`config.mk`:
```
export PLATFORM = sky130hd
export DESIGN_NAME = lap3_kernel
export DESIGN_NICKNAME = d
export VERILOG_FILES = /design/src/design/lap3_pkg.sv /design/src/design/lap3_kernel.sv
export SDC_FILE = /design/constraint.sdc
export NUM_CORES = 1
export LEC_CHECK = 0
export BUFFER_PORTS_ARGS = -buffer_cell sky130_fd_sc_hd__clkbuf_2
export CORE_MARGIN = 2
export CORE_UTILIZATION = 50
export DETAILED_ROUTE_END_ITERATION = 10
export GPL_TIMING_DRIVEN = 1
export PLACE_DENSITY = 0.82
export SLEW_MARGIN = 20
export SYNTH_ARGS = -nofsm -noshare
export SYNTH_HDL_FRONTEND = slang
export SYNTH_SLANG_ARGS = --single-unit
```
`constraint.sdc`:
```
create_clock -name vclk -period 19.73
set_clock_uncertainty 0.05 [all_clocks]
set_input_delay 5.919 -clock vclk [all_inputs]
set_output_delay 5.919 -clock vclk [all_outputs]
set_load 0.01 [all_outputs]
```
`src/design/lap3_pkg.sv`:
```
`timescale 1ns / 1ps
// ----------------------------------------------------------------------------
// lap3_pkg
// Shared constants, types and the per-channel Laplacian arithmetic for the
// 3x3 RGB sharpen / edge filter.
// ----------------------------------------------------------------------------
package lap3_pkg;

  localparam int MAX_WIDTH  = 1024;
  localparam int MAX_HEIGHT = 4096;

  localparam int COL_W      = $clog2(MAX_WIDTH);       // line store address
  localparam int WIDTH_W    = $clog2(MAX_WIDTH + 1);   // width register
  localparam int HEIGHT_W   = $clog2(MAX_HEIGHT + 1);  // height register
  localparam int IN_ROW_W   = $clog2(MAX_HEIGHT + 2);  // input row runs into the flush
  localparam int OUT_ROW_W  = $clog2(MAX_HEIGHT);
  localparam int CFG_IDX_W  = 2;
  localparam int CFG_DATA_W = 13;

  localparam logic [WIDTH_W-1:0]  WIDTH_RESET  = WIDTH_W'(640);
  localparam logic [HEIGHT_W-1:0] HEIGHT_RESET = HEIGHT_W'(480);

  typedef enum logic [CFG_IDX_W-1:0] {
    REG_MODE   = 2'd0,
    REG_WIDTH  = 2'd1,
    REG_HEIGHT = 2'd2
  } cfg_reg_t;

  typedef struct packed {
    logic [7:0] blue;
    logic [7:0] green;
    logic [7:0] red;
  } pixel_t;

  // one line store entry: pixel two lines up and pixel one line up
  typedef struct packed {
    pixel_t upper;
    pixel_t middle;
  } line_entry_t;

  typedef struct packed {
    logic edge_mode;
    logic border;
    logic last;
  } kern_ctrl_t;

  typedef struct packed {
    pixel_t px;
    logic   last;
  } result_t;

  // K*centre minus the eight neighbours, clamped to 0..255 (K = 8 or 9)
  function automatic logic [7:0] lap_chan(input logic [8:0][7:0] v,
                                          input logic edge_mode);
    logic [11:0]        nsum;
    logic [11:0]        kc;
    logic signed [13:0] diff;
    logic [7:0]         res;
    int                 i;
    nsum = '0;
    for (i = 0; i < 9; i++) begin
      if (i != 4) nsum = nsum + {4'b0, v[i]};
    end
    kc = {1'b0, v[4], 3'b000} + (edge_mode ? 12'd0 : {4'b0, v[4]});
    diff = $signed({2'b00, kc}) - $signed({2'b00, nsum});
    if (diff < 0) begin
      res = 8'd0;
    end else if (diff > 14'sd255) begin
      res = 8'd255;
    end else begin
      res = diff[7:0];
    end
    return res;
  endfunction

endpackage

```
`src/design/lap3_kernel.sv`:
```
`timescale 1ns / 1ps
// ----------------------------------------------------------------------------
// lap3_kernel
// 3x3 Laplacian on one window of RGB pixels, with the border rule of the
// selected mode (pass-through for sharpen, zero for edge).
// ----------------------------------------------------------------------------
module lap3_kernel (
  input  lap3_pkg::pixel_t     win [9],
  input  lap3_pkg::kern_ctrl_t ctrl,
  output lap3_pkg::result_t    res
);
  import lap3_pkg::*;

  logic [8:0][7:0] rv, gv, bv;

  always_comb begin
    for (int i = 0; i < 9; i++) begin
      rv[i] = win[i].red;
      gv[i] = win[i].green;
      bv[i] = win[i].blue;
    end
  end

  always_comb begin
    res.last = ctrl.last;
    if (ctrl.border) begin
      res.px = ctrl.edge_mode ? '0 : win[4];
    end else begin
      res.px.red   = lap_chan(rv, ctrl.edge_mode);
      res.px.green = lap_chan(gv, ctrl.edge_mode);
      res.px.blue  = lap_chan(bv, ctrl.edge_mode);
    end
  end

endmodule
```
==> flow_metrics.tcl, run 1 <==
set metrics [dict create \
    status "finished with violations" \
    violations "setup timing" \
    grt_setup_unrepaired "yes" \
    drive_gt1_share_pct 37.08 \
    grt_overflow 0 \
    min_from "ctrl[0]" \
    grtUsageTotal_pct 24.98 \
    initial_core_util_pct 51.14 \
    cp-start-kind "input port" \
    syn_inst 1387 \
    gp_congestion 0.9228 \
    yosysUniqueCellTypes 95 \
    fmax_mhz 49.79 \
    n_clock_buffer 0 \
    finalCritPeriodShare_pct 101.8 \
    die-area_um2 22000 \
    grt_max_degree 26 \
    hold_buffers 0 \
    first_pass_iters 5 \
    cp.arrival_ns 14.12 \
    drt_iter0_markers 568 \
    criticalPathCategory "in -> out" \
    die_y_um 148.3 \
    crit_slowest_cell "fa_2" \
    drtAntennaViolNets 0 \
    grt_pass1_vias 11190 \
    seq_cells 0 \
    cpMostUsedCell "o21a_1" \
    core_area_um2 20360 \
    setup_viol 18 \
    wire_per_inst_um 15.28 \
    io_pins 244 \
    grt_pass1_wl_um 47690 \
    critical_path.startpoint "win[184]" \
    hpwl_um 24260 \
    period_needed_ns 20.08 \
    die_width_um 148.3 \
    seqCellArea_um2 0 \
    drc 0 \
    slew_headroom_pct 26.28 \
    syn_area_um2 10410 \
    avgViaCountPerCell 5.781 \
    yosysWarningCount 0 \
    worstPathMaxFanout 8 \
    slew_violations 0 \
    drv_cap 0 \
    avgSynthCellArea_um2 7.508 \
    ys_seq_area_share_pct 0 \
    required_ns 13.76 \
    fin_nets 2303 \
    crit_path_end_kind "output port" \
    antenna_found_initial 0 \
    worst_pin_slew_ns 1.092 \
    cpPeakStageDelay_ns 0.56 \
    utilization_pct 71.94 \
    hold_viol 0 \
    area_growth_pct 40.68 \
    hold_class "in -> out" \
    fin_ws_ns -0.3550 \
    synth_fp_nets 1865 \
    numPortBuffers 242 \
    finalWirelength_um 32010 \
    rows 52 \
    via_count 12110 \
]
-- repair_timing --
action,in CTS,in global routing
cloned,0,0
endpoints found under the setup margin,24,24
setup buffers,16,34
pin swaps,52,122
resized for setup,85,234
-- worst max-delay path: cells and delay by family --
kind / cells / cell delay (ns)
AO/OA/AOI/OAI: 16 / 2.86
XOR/XNOR: 5 / 0.87
adder cells (fa/ha/maj): 10 / 2.94
buffers and inverters: 6 / 0.80
AND/OR/NAND/NOR: 7 / 0.73
-- cell usage after synthesis (all sizes together), types with 3 or more instances --
cell / n / area, um2
or2: 5 / 31.28
nand2b: 17 / 106.4
or3: 11 / 71.31
fa: 39 / 780.8
nor4: 8 / 50.05
and3: 7 / 43.79
ha: 220 / 2753
nor2b: 57 / 356.6
a21o: 39 / 292.8
nand2: 66 / 247.7
o22ai: 7 / 43.79
o21ai: 117 / 596.8
a221o: 3 / 30.03
a211oi: 34 / 267.8
o21bai: 17 / 127.6
or4: 5 / 37.54
a32oi: 3 / 26.28
a211o: 3 / 27.53
nor3: 33 / 175.2
a2111oi: 3 / 40.04
o31a: 9 / 80.08
a21oi: 100 / 500.5
a2bb2oi: 7 / 67.56
mux2i: 3 / 30.03
xor2: 25 / 219.0
xnor2: 108 / 945.9
inv: 115 / 431.7
and2: 7 / 45.05
nand4: 3 / 18.77
clkbuf: 5 / 18.77
a221oi: 3 / 26.28
o31ai: 5 / 42.54
o221ai: 3 / 26.28
a21boi: 16 / 120.1
xnor3: 3 / 67.56
a31oi: 12 / 75.07
a22oi: 3 / 22.52
o211ai: 11 / 82.58
nor3b: 5 / 37.54
nand3: 21 / 105.1
o41ai: 6 / 86.34
buf: 3 / 16.26
nor2: 148 / 563.0
o21a: 38 / 292.8
-- stage by stage --
stage | cell area [um2] | setup WS (ns) | hold WS, ns | TNS, ns | instances
2_1_floorplan | 10430 | -0.01776 | 11.88 | -0.01776 | 1387
3_3_place_gp | 13100 | -0.3237 | 11.79 | -3.737 | 2045
3_5_place_dp | 13100 | -0.6660 | 11.79 | -8.957 | 2045
4_1_cts | 13560 | -0.06971 | 11.79 | -0.4847 | 2060
5_1_grt | 14650 | -0.6442 | 11.79 | -11.36 | 2093
6_report | 14650 | -0.3550 | 11.79 | -3.314 | 2094
-- cell usage in the layout, fill, tap and decap left out, types with 42 or more instances in the layout --
cell / Yosys / routed
clkbuf_2: 0 / 219
buf_4: 1 / 192
nor2_1: 147 / 122
o21ai_0: 93 / 52
o21ai_1: 21 / 42
nor2b_1: 57 / 49
xnor2_1: 108 / 101
inv_1: 113 / 105
ha_1: 220 / 199
nand2_1: 66 / 65
a21oi_1: 100 / 69
-- final timing paths --
check | to | cells after the start
setup / recovery | res[17] | 44
hold / removal | res[0] | 0
-- cell families after synthesis --
family,count (synthesis),share of synthesized area (%)
AO/OA/AOI/OAI,458,29.56
XOR/XNOR,138,12.33
adder cells (fa/ha/maj),260,34.03
buffers and inverters,123,4.482
multiplexers,5,0.5046
AND/OR/NAND/NOR,403,19.10
-- routing by layer --
metal  share of wire (%)  up-vias  track usage, %
met5                   0        -               0
met4                 3.0        0           7.000
met3                 4.8       84           1.718
met2                  51      431           47.22
met1                  41     5653           30.33
li1                    -     5937               -
-- layout make-up --
type | instances | area (um2)
multi-input cells | 1264 | 11050
fillers | 1437 | 5714
repair buffers | 444 | 2824
inverters | 115 | 434.2
well taps | 270 | 337.8
diodes | 1 | 2.502
Power of run 1 is not shown: default switching activity piles up to over one toggle a cycle in this logic, so the estimate is an artifact.
==> run 2: changes to the inputs <==
--- a/config.mk
+++ b/config.mk
@@ -7,10 +7,10 @@
 export LEC_CHECK = 0
 export BUFFER_PORTS_ARGS = -buffer_cell sky130_fd_sc_hd__clkbuf_2
 export CORE_MARGIN = 2
-export CORE_UTILIZATION = 50
+export CORE_UTILIZATION = 30
 export DETAILED_ROUTE_END_ITERATION = 10
 export GPL_TIMING_DRIVEN = 1
-export PLACE_DENSITY = 0.82
+export PLACE_DENSITY = 0.55
 export SLEW_MARGIN = 20
 export SYNTH_ARGS = -nofsm -noshare
 export SYNTH_HDL_FRONTEND = slang
==> run 2 against run 1 <==
  * The flow still finishes with violations (setup timing)
  * Largest cell class unchanged
  * First-iteration DRC count down 37%
  * Setup slack improved by 0.27 ns
  * Critical path depth is 4 lower
  * Core utilization fell by 27 points
  * Worst hold slack about the same
  * Clock-buffer cell count unchanged
==> flow_metrics.tcl, run 2 (synthesis gave the netlist of run 1 again) <==
set metrics [dict create \
    io_pins 244 \
    n_clock_buffer 0 \
    violations "setup timing" \
    fin_ws_ns -0.08973 \
    final_cell_mix "buf_4 (252), clkbuf_2 (218), ha_1 (191)" \
    first_pass_iters 5 \
    cpPeakStageDelay_ns 0.58 \
    die_width_um 190.3 \
    n_antenna_cell 0 \
    via_count 11690 \
    avgViaCountPerCell 4.999 \
    drv_cap 0 \
    die-area_um2 36220 \
    setup_viol 12 \
    drc 0 \
    finalWirelength_um 30350 \
    grt_setup_unrepaired "yes" \
    slew_violations 0 \
    drive_gt1_share_pct 39.72 \
    crit_slowest_cell "fa_2" \
    utilization_pct 44.93 \
    cpMostUsedCell "fa_2" \
    wire_per_inst_um 12.98 \
    grt_overflow 0 \
    numPortBuffers 242 \
    cp-start-kind "input port" \
    crit_path_end_kind "output port" \
    worst_pin_slew_ns 0.8953 \
    fmax_mhz 50.45 \
    layout_commonest_cell "buf_4" \
    hold_viol 0 \
    grtUsageTotal_pct 15.41 \
    period_needed_ns 19.82 \
    worstPathMaxFanout 8 \
    die_y_um 190.3 \
    placed_cell_area_um2 13580 \
    criticalPathCategory "in -> out" \
    seqCellArea_um2 0 \
    drtAntennaViolNets 0 \
    required_ns 13.76 \
    core_area_um2 34370 \
    critical_path.startpoint "win[208]" \
    grt_pass1_wl_um 48490 \
    hold_buffers 0 \
    status "finished with violations" \
    path_delay_family "adder cells" \
    crit_buf_inv 6 \
    dpl_worst_slack_ns -0.5643 \
    fin_nets 2363 \
    finalCritPeriodShare_pct 100.5 \
    cp.arrival_ns 13.85 \
    hpwl_um 24910 \
    area_growth_pct 48.31 \
    slew_headroom_pct 40.19 \
    initial_core_util_pct 30.30 \
    rows 68 \
    min_from "ctrl[0]" \
    seq_cells 0 \
    grt_max_degree 26 \
    antenna_found_initial 0 \
    post-route-cell-area_um2 15440 \
    grt_pass1_vias 11170 \
    gp_congestion 0.8558 \
    drt_iter0_markers 359 \
    hold_class "in -> out" \
]
[run 2: cell count changes in the layout (fill, tap and decap cells not counted), moves of 5 or more]
cell	previous run	this run
ha_4	15	22
a211oi_2	22	17
ha_1	199	191
a21oi_2	28	33
nor2_1	122	127
buf_4	192	252
[run 2: cell type report]
cell class / instances / area [um2]
fillers: 3506 / 18930
multi-input cells: 1264 / 11170
repair buffers: 504 / 3272
well taps: 455 / 569.3
inverters: 115 / 434.2
[run 2: layer usage]
layer  global-route usage [%]  share of wire [%]  vias to the layer above
met5                        0                  0                        -
met4                    1.938                1.3                        0
met3                   0.8649                3.4                       24
met2                    28.24                 50                      212
met1                    20.29                 46                     5390
li1                         -                  -                     6061
[run 2: what timing repair did]
item / in CTS / in global routing
pin swaps: 41 / 129
gates resized for setup: 93 / 240
endpoints found under the setup margin: 24 / 24
buffers inserted: 40 / 37
[run 2: final timing paths]
check                 cells past startpoint  slack, ns  endpoint
worst min-delay path                      0      11.79    res[0]
worst max-delay path                     40      -0.09   res[17]
[run 2: metrics by stage]
stage,TNS (ns),hold WS (ns),std cells
5_1_grt,-7.095,11.79,2338
4_1_cts,-0.5906,11.79,2301
3_3_place_gp,-6.541,11.79,2263
3_5_place_dp,-9.246,11.79,2263
2_1_floorplan,-0.01776,11.88,1387
6_report,-0.8202,11.79,2338
Power of run 2 is left out for the same reason.
